### config.mk
export PLATFORM = sky130hd
export DESIGN_NAME = disk_image_track_checksum
export DESIGN_NICKNAME = d
export VERILOG_FILES = /design/src/rtl/core/ditc_pkg.sv /design/src/rtl/core/disk_image_track_checksum.sv
export VERILOG_INCLUDE_DIRS = /design/src /design/src/rtl/core
export SDC_FILE = /design/constraint.sdc
export NUM_CORES = 1
export LEC_CHECK = 0
export ABC_CLOCK_PERIOD_IN_PS = 21400
export BUFFER_PORTS_ARGS = -buffer_cell sky130_fd_sc_hd__buf_4
export CORE_ASPECT_RATIO = 1.4
export CORE_UTILIZATION = 65
export CTS_BUF_LIST = sky130_fd_sc_hd__clkbuf_2
export CTS_CLUSTER_SIZE = 25
export DETAILED_ROUTE_END_ITERATION = 10
export PLACE_DENSITY = 0.86
export SETUP_SLACK_MARGIN = 0.05
export SLEW_MARGIN = 40
export SYNTH_ARGS = -nofsm -noshare
export SYNTH_HDL_FRONTEND = slang
export SYNTH_SLANG_ARGS = --single-unit
### constraint.sdc
create_clock -name clk -period 21.4 [get_ports clk]
set_clock_uncertainty 0.05 [all_clocks]
set_input_delay 3.21 -clock clk [delete_from_list [all_inputs] [get_ports clk]]
set_output_delay 3.21 -clock clk [all_outputs]
set_load 0.01 [all_outputs]
### src/rtl/core/disk_image_track_checksum_defines.svh
// Assertion macros for the disk image track checksum block.
// Included by the RTL files that check their own logic; needs clk and rst_n in scope.
`ifndef DISK_IMAGE_TRACK_CHECKSUM_DEFINES_SVH
`define DISK_IMAGE_TRACK_CHECKSUM_DEFINES_SVH

`ifndef SYNTHESIS
// same-cycle implication
`define DITC_ASSERT_SAME(lbl, ante, cons, msg) \
  lbl: assert property (@(posedge clk) disable iff (!rst_n) (ante) |-> (cons)) \
    else $error(msg);
// next-cycle implication
`define DITC_ASSERT_NEXT(lbl, ante, cons, msg) \
  lbl: assert property (@(posedge clk) disable iff (!rst_n) (ante) |=> (cons)) \
    else $error(msg);
`else
`define DITC_ASSERT_SAME(lbl, ante, cons, msg)
`define DITC_ASSERT_NEXT(lbl, ante, cons, msg)
`endif

`endif

### src/rtl/core/ditc_pkg.sv
// Package for the disk image track checksum block: widths, codes, event struct, text table.
// No dependencies.
`default_nettype none

package ditc_pkg;

  localparam int unsigned TRACK_COUNT_DEF = 160;
  localparam logic [12:0] TRACK_WORDS_RST = 13'd1408;
  localparam int unsigned TEXT_LEN        = 11;

  // result kinds on the output channel
  typedef enum logic [1:0] {
    KIND_TRACK = 2'd0,
    KIND_DISK  = 2'd1,
    KIND_TEXT  = 2'd2
  } kind_t;

  // result sequencer states
  typedef enum logic [1:0] {
    ST_TRACK,
    ST_DISK,
    ST_TEXT
  } state_t;

  // one finished track handed from the accumulator to the result side
  typedef struct packed {
    logic [31:0] sum_hi;
    logic [31:0] sum_lo;
    logic [7:0]  track;
    logic        last_trk;
    logic [31:0] bytes;
  } trk_evt_t;

  // character set of the text form, first char at the top byte
  localparam logic [8*64-1:0] CHAR_STR =
    ".abcdefghijklmnopqrstuvwxyz%123456789ABCDEFGHIJKLMN/PQRSTUVWXYZ:";

  function automatic logic [7:0] char_of(input logic [5:0] g);
    // char g sits at byte 63-g, i.e. bit offset (~g)*8
    return CHAR_STR[{~g, 3'b000} +: 8];
  endfunction

endpackage

`default_nettype wire

### src/rtl/core/disk_image_track_checksum.sv
// Top level of the disk image track checksum block: word accumulator and result sequencer.
// Depends on ditc_pkg and disk_image_track_checksum_defines.svh.
//
//   channel | direction | handshake          | payload
//   in      | input     | in_valid/in_stall  | in_data_word[31:0]
//   out     | output    | out_valid/out_stall| kind, track index, checksum hi/lo, char, last
//   cfg     | input     | cfg_valid/cfg_ready| cfg_track_words[12:0]
//
// One word is taken per cycle while in_stall is low; a track's sums go into the event slot
// when its last word is taken, and are presented once the result sequencer takes the slot.
// The end of the last track gives 13 words out of the result sequencer, one per cycle unless
// out_stall holds them; words inside a track keep flowing meanwhile, one further track end is
// held in the event slot and the next one waits for the burst.
// in_stall rises only on a track-end word whose event slot is still full.
// Reset (rst_n low at a clock edge) clears all sums and counters; track_words returns to 1408.
`default_nettype none

`include "disk_image_track_checksum_defines.svh"

module disk_image_track_checksum
  import ditc_pkg::*;
#(
  parameter int unsigned TRACK_COUNT = TRACK_COUNT_DEF
) (
  input  wire logic        clk,
  input  wire logic        rst_n,
  // image words
  input  wire logic        in_valid,
  output logic             in_stall,
  input  wire logic [31:0] in_data_word,
  // results
  output logic             out_valid,
  input  wire logic        out_stall,
  output logic [1:0]       out_result_kind,
  output logic [7:0]       out_track_index,
  output logic [31:0]      out_checksum_high,
  output logic [31:0]      out_checksum_low,
  output logic [7:0]       out_text_char,
  output logic             out_run_last,
  // track length register
  input  wire logic        cfg_valid,
  output logic             cfg_ready,
  input  wire logic [12:0] cfg_track_words
);

  localparam logic [7:0]  LAST_TRACK = 8'(TRACK_COUNT - 1);
  localparam logic [31:0] BYTES_MUL  = 32'(4 * TRACK_COUNT);
  localparam logic [3:0]  LAST_CHAR  = 4'(TEXT_LEN - 1);

  // ---------------- configuration ----------------
  logic [12:0] track_words_r;

  assign cfg_ready = 1'b1;

  always_ff @(posedge clk) begin
    if (!rst_n) begin
      track_words_r <= TRACK_WORDS_RST;
    end else if (cfg_valid && cfg_ready) begin
      track_words_r <= cfg_track_words;
    end
  end

  // ---------------- word accumulator ----------------
  logic [31:0] ts1_r, ts2_r;
  logic [11:0] word_cnt_r;
  logic [7:0]  trk_cnt_r;
  logic        ev_valid_r;
  trk_evt_t    ev_r;

  logic [11:0] last_idx;
  logic [12:0] eff_words;
  logic        at_end;
  logic        in_accept;
  logic        ev_take;
  logic [31:0] ts1_nxt, ts2_nxt;

  assign last_idx  = track_words_r[11:0] - 12'd1;
  assign eff_words = {1'b0, last_idx} + 13'd1;
  assign at_end    = (word_cnt_r == last_idx);
  assign in_stall  = at_end && ev_valid_r && !ev_take;
  assign in_accept = in_valid && !in_stall;
  assign ts1_nxt   = ts1_r + in_data_word;
  assign ts2_nxt   = ts2_r + ts1_nxt;

  // running track sums and counters
  always_ff @(posedge clk) begin
    if (!rst_n) begin
      ts1_r      <= '0;
      ts2_r      <= '0;
      word_cnt_r <= '0;
      trk_cnt_r  <= '0;
      ev_valid_r <= 1'b0;
    end else begin
      if (in_accept) begin
        if (at_end) begin
          ts1_r      <= '0;
          ts2_r      <= '0;
          word_cnt_r <= '0;
          trk_cnt_r  <= (trk_cnt_r == LAST_TRACK) ? 8'd0 : trk_cnt_r + 8'd1;
        end else begin
          ts1_r      <= ts1_nxt;
          ts2_r      <= ts2_nxt;
          word_cnt_r <= word_cnt_r + 12'd1;
        end
      end
      if (in_accept && at_end) begin
        ev_valid_r <= 1'b1;
      end else if (ev_take) begin
        ev_valid_r <= 1'b0;
      end
    end
  end

  // finished-track event payload
  always_ff @(posedge clk) begin
    if (in_accept && at_end) begin
      ev_r.sum_hi   <= ts2_nxt;
      ev_r.sum_lo   <= ts1_nxt;
      ev_r.track    <= trk_cnt_r;
      ev_r.last_trk <= (trk_cnt_r == LAST_TRACK);
      ev_r.bytes    <= 32'(eff_words) * BYTES_MUL;
    end
  end

  // ---------------- result sequencer ----------------
  state_t      state_r, state_nxt;
  logic [31:0] d1_r, d1_nxt, d2_r, d2_nxt;
  logic [31:0] bytes_r, bytes_nxt;
  logic [63:0] text_r, text_nxt;
  logic [3:0]  char_cnt_r, char_cnt_nxt;
  logic        out_free;

  logic        out_valid_r, out_valid_nxt;
  kind_t       kind_r, kind_nxt;
  logic [7:0]  idx_r, idx_nxt;
  logic [31:0] hi_r, hi_nxt, lo_r, lo_nxt;
  logic [7:0]  chr_r, chr_nxt;
  logic        last_r, last_nxt;

  logic [31:0] d1_fin, d2_fin;

  assign out_free = !out_valid_r || !out_stall;
  // disk sum after feeding 0, then the byte count
  assign d1_fin   = d1_r + bytes_r;
  assign d2_fin   = d2_r + {d1_r[30:0], 1'b0} + bytes_r;

  always_comb begin
    state_nxt     = state_r;
    d1_nxt        = d1_r;
    d2_nxt        = d2_r;
    bytes_nxt     = bytes_r;
    text_nxt      = text_r;
    char_cnt_nxt  = char_cnt_r;
    out_valid_nxt = out_free ? 1'b0 : out_valid_r;
    kind_nxt      = kind_r;
    idx_nxt       = idx_r;
    hi_nxt        = hi_r;
    lo_nxt        = lo_r;
    chr_nxt       = chr_r;
    last_nxt      = last_r;
    ev_take       = 1'b0;
    unique case (state_r)
      ST_TRACK: begin
        if (ev_valid_r && out_free) begin
          ev_take       = 1'b1;
          out_valid_nxt = 1'b1;
          kind_nxt      = KIND_TRACK;
          idx_nxt       = ev_r.track;
          hi_nxt        = ev_r.sum_hi;
          lo_nxt        = ev_r.sum_lo;
          chr_nxt       = 8'd0;
          last_nxt      = !ev_r.last_trk;
          // feed sum2 then sum1 into the disk sums in one step
          d1_nxt        = d1_r + ev_r.sum_hi + ev_r.sum_lo;
          d2_nxt        = d2_r + {d1_r[30:0], 1'b0} + {ev_r.sum_hi[30:0], 1'b0}
                          + ev_r.sum_lo;
          bytes_nxt     = ev_r.bytes;
          if (ev_r.last_trk) begin
            state_nxt = ST_DISK;
          end
        end
      end
      ST_DISK: begin
        if (out_free) begin
          out_valid_nxt = 1'b1;
          kind_nxt      = KIND_DISK;
          idx_nxt       = 8'd0;
          hi_nxt        = d2_fin;
          lo_nxt        = d1_fin;
          chr_nxt       = 8'd0;
          last_nxt      = 1'b0;
          text_nxt      = {d2_fin, d1_fin};
          char_cnt_nxt  = 4'd0;
          d1_nxt        = '0;
          d2_nxt        = '0;
          state_nxt     = ST_TEXT;
        end
      end
      ST_TEXT: begin
        if (out_free) begin
          out_valid_nxt = 1'b1;
          kind_nxt      = KIND_TEXT;
          idx_nxt       = 8'd0;
          hi_nxt        = 32'd0;
          lo_nxt        = 32'd0;
          chr_nxt       = char_of(text_r[5:0]);
          last_nxt      = (char_cnt_r == LAST_CHAR);
          text_nxt      = {6'd0, text_r[63:6]};
          char_cnt_nxt  = char_cnt_r + 4'd1;
          if (char_cnt_r == LAST_CHAR) begin
            state_nxt = ST_TRACK;
          end
        end
      end
      default: begin
        state_nxt = ST_TRACK;
      end
    endcase
  end

  // sequencer control and disk sums
  always_ff @(posedge clk) begin
    if (!rst_n) begin
      state_r     <= ST_TRACK;
      d1_r        <= '0;
      d2_r        <= '0;
      char_cnt_r  <= '0;
      out_valid_r <= 1'b0;
    end else begin
      state_r     <= state_nxt;
      d1_r        <= d1_nxt;
      d2_r        <= d2_nxt;
      char_cnt_r  <= char_cnt_nxt;
      out_valid_r <= out_valid_nxt;
    end
  end

  // result word and burst payload
  always_ff @(posedge clk) begin
    bytes_r <= bytes_nxt;
    text_r  <= text_nxt;
    kind_r  <= kind_nxt;
    idx_r   <= idx_nxt;
    hi_r    <= hi_nxt;
    lo_r    <= lo_nxt;
    chr_r   <= chr_nxt;
    last_r  <= last_nxt;
  end

  assign out_valid         = out_valid_r;
  assign out_result_kind   = kind_r;
  assign out_track_index   = idx_r;
  assign out_checksum_high = hi_r;
  assign out_checksum_low  = lo_r;
  assign out_text_char     = chr_r;
  assign out_run_last      = last_r;

  // ---------------- checks ----------------
  `DITC_ASSERT_SAME(a_ev_no_overwrite, in_accept && at_end && ev_valid_r, ev_take, "track event overwritten")
  `DITC_ASSERT_SAME(a_take_only_idle, ev_take, state_r == ST_TRACK, "event taken during disk burst")
  `DITC_ASSERT_SAME(a_char_cnt_range, state_r == ST_TEXT, char_cnt_r <= LAST_CHAR, "text counter out of range")
  `DITC_ASSERT_NEXT(a_burst_clears, state_r == ST_TEXT && out_free && char_cnt_r == LAST_CHAR, state_r == ST_TRACK && d1_r == 32'd0 && d2_r == 32'd0 && out_run_last, "disk state not cleared after text")

endmodule

`default_nettype wire
# ---- Yosys cells after proc, flatten, opt, wreduce, memory -nomap -nowiden
# Cells that the tools add are included.
dict set report op_classes {
  n_addsub 14
  multipliers 1
  n_eq_ne 11
  shift 1
  mux 48
  bitwise 1
  reduce_logical 25
}
# cell count
set ops {}
lappend ops {{$shiftx 512x10->8 const A} 1}
lappend ops {{$mux 32} 9}
lappend ops {{$add 32x32->32} 7}
lappend ops {{$pmux 32 s3} 2}
lappend ops {{$mux 64} 2}
lappend ops {{$pmux 32 s2} 2}
lappend ops {{$pmux 64 s2} 1}
lappend ops {{$add 32x23->32} 2}
lappend ops {{$mux 8} 5}
lappend ops {{$pmux 8 s3} 1}
lappend ops {{$mul 13x3->16 const B} 1}
lappend ops {{$pmux 8 s2} 1}
lappend ops {{$mux 2} 7}
lappend ops {{$add 12x1->13 const B} 1}
lappend ops {{$add 12x1->12 const B} 1}
lappend ops {{$eq 12x12->1} 1}
lappend ops {{$mux 12} 1}
lappend ops {{$pmux 2 s3} 2}
lappend ops {{$sub 12x1->12 const B} 1}
lappend ops {{$mux 1} 10}
lappend ops {{$ne 2x2->1 const B} 5}
lappend ops {{$reduce_and 3->1} 3}
lappend ops {{$add 8x1->8 const B} 1}
lappend ops {{$eq 8x8->1 const B} 1}
lappend ops {{other kinds (20)} 33}
dict set report totals {
  regBits 420
  inputBits 50
  output_inout_bits 86
}

# ---- Depth between registers and ports, before layout
dict set report depth {
  ltp_word 11
  depth_mapped 24
}

# ---- Worst setup path before layout
# No wires, ideal clock.
dict set report synth_timing {
  kind {input port to flip-flop}
  startpoint {in out_stall}
  endpoint {reg trk_cnt_r[0]}
  setup_ps 122
  t_arrival_ps 8031
  t_required_ps 21228
  slack_ps 13197
  cell_stages 8
  path_cell_list {nand2_1 nand3_1 nand2_1 nand2_1 nor2_1 nand2_1 nand2_1 nor2_1}
}
dict set report synth_between {
  elab_chain_cells 10
}
# item line_no
set synth_rtl {}
lappend synth_rtl {{start: declaration} disk_image_track_checksum.sv:33} ;# input wire logic out_stall,
lappend synth_rtl {{$logic_not 1->1} disk_image_track_checksum.sv:142} ;# assign out_free = !out_valid_r || !out_stall;
lappend synth_rtl {{$logic_or 1x1->1} disk_image_track_checksum.sv:142}
lappend synth_rtl {{$logic_and 1x1->1} disk_image_track_checksum.sv:164} ;# if (ev_valid_r && out_free) begin
lappend synth_rtl {{$mux 1} disk_image_track_checksum.sv:164}
lappend synth_rtl {{$mux 1} disk_image_track_checksum.sv:162} ;# unique case (state_r)
lappend synth_rtl {{$logic_not 1->1} disk_image_track_checksum.sv:80} ;# assign in_stall = at_end && ev_valid_r && !ev_take;
lappend synth_rtl {{$logic_and 1x1->1} disk_image_track_checksum.sv:80}
lappend synth_rtl {{$logic_not 1->1} disk_image_track_checksum.sv:81} ;# assign in_accept = in_valid && !in_stall;
lappend synth_rtl {{$logic_and 1x1->1} disk_image_track_checksum.sv:81}
lappend synth_rtl {{$reduce_and 2->1 (no source line)} n/a}
lappend synth_rtl {{end signal: assignment} disk_image_track_checksum.sv:99} ;# trk_cnt_r <= (trk_cnt_r == LAST_TRACK) ? 8'd0 : trk_cnt_r + 8'd1;
lappend synth_rtl {{end: declaration} disk_image_track_checksum.sv:66} ;# logic [7:0] trk_cnt_r;
# No other way between the ends.
# A chain may end at the register's enable or synchronous reset.

# ---- Final worst setup path
dict set report layout_timing {
  startpoint {in in_data_word[0]}
  endpoint {reg ev_r[104] in the netlist's numbering (data pin)}
}
dict set report layout_between {
  elab_chain_cells 2
}
# item line_no
set layout_rtl {}
lappend layout_rtl {{start: declaration} disk_image_track_checksum.sv:30} ;# input wire logic [31:0] in_data_word,
lappend layout_rtl {{$add 32x32->32} disk_image_track_checksum.sv:82} ;# assign ts1_nxt = ts1_r + in_data_word;
lappend layout_rtl {{named net ts1_nxt[16]} disk_image_track_checksum.sv:75} ;# logic [31:0] ts1_nxt, ts2_nxt;
lappend layout_rtl {{$add 32x32->32} disk_image_track_checksum.sv:83} ;# assign ts2_nxt = ts2_r + ts1_nxt;
lappend layout_rtl {{named net ts2_nxt[31]} disk_image_track_checksum.sv:75}
lappend layout_rtl {{end: declaration} disk_image_track_checksum.sv:68} ;# trk_evt_t ev_r;
# The timed path passes the listed nets, and every way through them passes these cells.

==> run metrics <==
outcome=complete, no violations; FFs w/ async S/R, synth=0; layout cell share with drive strength beyond 1=0.118; CP Cell Sequence=buf_4, ha_1, fa_1, a21oi_1, o21ai_0, a21oi_1, a21oi_1, o41ai_2, o21ai_0, a21o_1, a21oi_1, xnor2_1, ha_1, a21o_1, a21oi_1, o21bai_1, a2111oi_0, a21boi_0, o21bai_1, o31ai_1, o21a_1, xor2_1, xnor2_1; syn_area_per_cell=9.83 µm²; initial antenna violation count=2; post-synth cell types=87; Critical Path Most Common Cell=a21oi_1; GR peak layer=met2; Sum Neg Setup Slack=0 ps; largest net degree at the start of global routing=75; number of remaining DRC errors=0; commonest non-fill, non-tap cell in the layout=edfxtp_1; core area=41200 µm²; I/O pin total=136; Max-slew headroom=0.407; Tmin final=8440 ps; GRT Total Usage=0.345; chip height=244 µm; CTS Buf Count=98; Final HPWL DP=56.5 mm; vias in the first global route=22.1k; VDD IR max=52.6 µV; synthesis-to-finish area growth=9.10%; Max-cap violations=0; most frequent cells in the layout=251 x edfxtp_1, 235 x nand2_1, 220 x ha_1, 207 x a21oi_1, 198 x nor2_1; Routability Congestion=1.03; Critical Path Fanout Max=6; delay-heaviest family, CP=compound AO/OA/AOI/OAI gates; cell count after synthesis=2763; grt ovf=0; Worst Hold Class=flop to flop; sequential area share after synthesis=0.401; Worst Tran Pin Value=884 ps; root buffer cell=clkbuf_2; #FFs+latches synth=419; Leak=12.5 nW; cell count after placement=3361; Clock Pin Slew Worst Setup and Hold Paths=130 ps; Final Non-Filler Cells=3544; f_max=118 MHz; post-route antenna net violation count=0; Startpoint Class=primary input; global-route wire length before repair=115 mm; hold_buf cts=0; Ys Warns=0; mapped cell area=27200 µm²; Arr. time, crit path=9190 ps; drt total wl=73.3 mm; Clk Latency, worst-skew pair=1100 ps; CP required=22150 ps; row count=88; CTS sink cnt=419; final period utilization=0.394; DR vias=22.5k; Synthesized Nets=3104; met1 GRT Util=0.420; Die ar.=42600 µm²; Power Total=1.99 mW; port buffer count=132; Post-synth EDFFs=251; clock buffer depth=3; starting density of the core=0.659; area taken by multi-input logic gates=15300 µm²; Reg area=10900 µm²; initial DRC count=2140; die width=175 µm; filler instances=3097; pwr dens=67.1 nW/µm²; Final setup viols=0; GR Util met3=0.0442; top_reg_cell synth=edfxtp_1; max-slew violations=0; Final Hold Viols=0; Setup Fix Bufs, Post-CTS=0; Critical Path Max Stage Delay=660 ps; GRT met2 Usage=0.595; CTS resizes=0; setup slack, reg-to-reg=14860 ps; Setup crit end kind=flop; First-pass DRT Iterations=6; RSZ-0062 raised after global routing=false; routed len/inst=20.7 µm; Max stage delay cell, worst path=o41ai_2; kind of critical path=primary input to flop; Core Util, Final=0.719; layout net count=3262; CTS tree=yes; # H-tree levels=3; DR vias/cell=6.34; Worst Path Buf+Inv=1
through the flow:
stage / area (µm²) / worst slack (ps) / hold WS (ps)
after floorplan: 27200 / 13200 / 350
after global routing: 29600 / 12810 / 371
final: 29600 / 12960 / 381
after global placement: 28600 / 12040 / 362
after detailed placement: 28700 / 12300 / 362
after CTS: 29600 / 13230 / 373
cell usage after synthesis (8+ instances only):
master / number / area, µm²
a21boi_0: 11 / 82.6
clkbuf_1: 77 / 289
mux2_2: 15 / 169
o21a_1: 18 / 135
nand3_1: 84 / 420
or2_2: 9 / 56.3
buf_2: 8 / 40.0
xor2_1: 90 / 788
nor3_1: 44 / 220
nor4_1: 10 / 62.6
o31ai_1: 14 / 105
a22oi_1: 48 / 360
ha_1: 222 / 2780
and2_1: 13 / 81.3
o211ai_1: 14 / 105
dfxtp_1: 168 / 3360
a21o_1: 76 / 571
o21bai_1: 31 / 233
inv_1: 154 / 578
or3_1: 22 / 138
fa_1: 69 / 1380
nand2_1: 235 / 882
mux2i_1: 31 / 310
a21oi_1: 208 / 1040
nand4_1: 19 / 119
o22ai_1: 27 / 169
nor2_1: 201 / 754
o2bb2ai_1: 28 / 245
and3_1: 29 / 181
a211oi_1: 19 / 143
o21ai_0: 153 / 766
nand2b_1: 18 / 113
edfxtp_1: 251 / 7540
a31oi_1: 20 / 125
nor2b_1: 35 / 219
nor3b_1: 14 / 105
xnor2_1: 147 / 1290
a22o_1: 16 / 140
worst register-to-register path: stages (launching register included):
cell and delay (ps):
dfxtp_1 330, ha_1 230, fa_1 410, a21oi_1 190, o21ai_0 100, a21oi_1 250, a21oi_1 180, o41ai_2 660
o21ai_0 300, a21o_1 240, a21oi_1 180, xnor2_1 250, ha_1 380, a21o_1 190, a21oi_1 230, o21bai_1 170
a2111oi_0 520, a21boi_0 280, o21bai_1 150, o31ai_1 350, o21a_1 300, xor2_1 210, xnor2_1 100
final cells by class:
| cell class | instances | area share |
|---|---|---|
| antenna | 3 | 0.000253 |
| clock buffer | 125 | 0.0211 |
| clock inverter | 55 | 0.0104 |
| inverter | 155 | 0.0197 |
| multi-input combinational | 2093 | 0.518 |
| sequential | 419 | 0.368 |
| tap | 540 | 0.0228 |
| timing repair buffer | 154 | 0.0397 |
layer usage:
layer / share of wire / vias to the layer above / routed length [µm]
met5: 0 / - / 0
met4: 0.052 / 0 / 3800
met3: 0.071 / 213 / 5180
met2: 0.49 / 1082 / 36100
met1: 0.39 / 10700 / 28200
li1: - / 10400 / -
power breakdown:
part	total, mW	switching (mW)	internal (mW)
combinational	0.522	0.306	0.215
sequential	0.937	0.0234	0.914
clock	0.530	0.336	0.194
final timing paths:
check                                startpoint          end  cells after the start
worst max-delay path            in_data_word[0]    ev_r[104]                     23
worst min-delay path                   ev_r[13]  bytes_r[13]                      0
worst max register to register         ts1_r[0]    ev_r[104]                     22
worst min register to register         ev_r[13]  bytes_r[13]                      0
cell families (layout without fill, tap and decap cells):
kind of cell             after synthesis  after routing  share of synthesized area
AND/OR/NAND/NOR                      759            759                      0.132
AO/OA/AOI/OAI                        755            755                      0.181
flip-flops                           419            419                      0.401
adder cells (fa/ha/maj)              291            291                      0.153
buffers and inverters                251            489                     0.0358
XOR/XNOR                             240            240                     0.0789
multiplexers                          46             46                     0.0176
other                                  2              5                   0.000277
sequential cells by signal, indices dropped and copies added, names as in the netlist, 4 cells and up:
register	flops
ev_r	89
text_r	64
d1_r	32
d2_r	32
out_checksum_high	32
out_checksum_low	32
ts1_r	32
ts2_r	32
bytes_r	16
track_words_r	12
word_cnt_r	12
out_track_index	8
trk_cnt_r	8
out_text_char	7
char_cnt_r	4
Note: power is estimated with default switching activity, not from simulation.
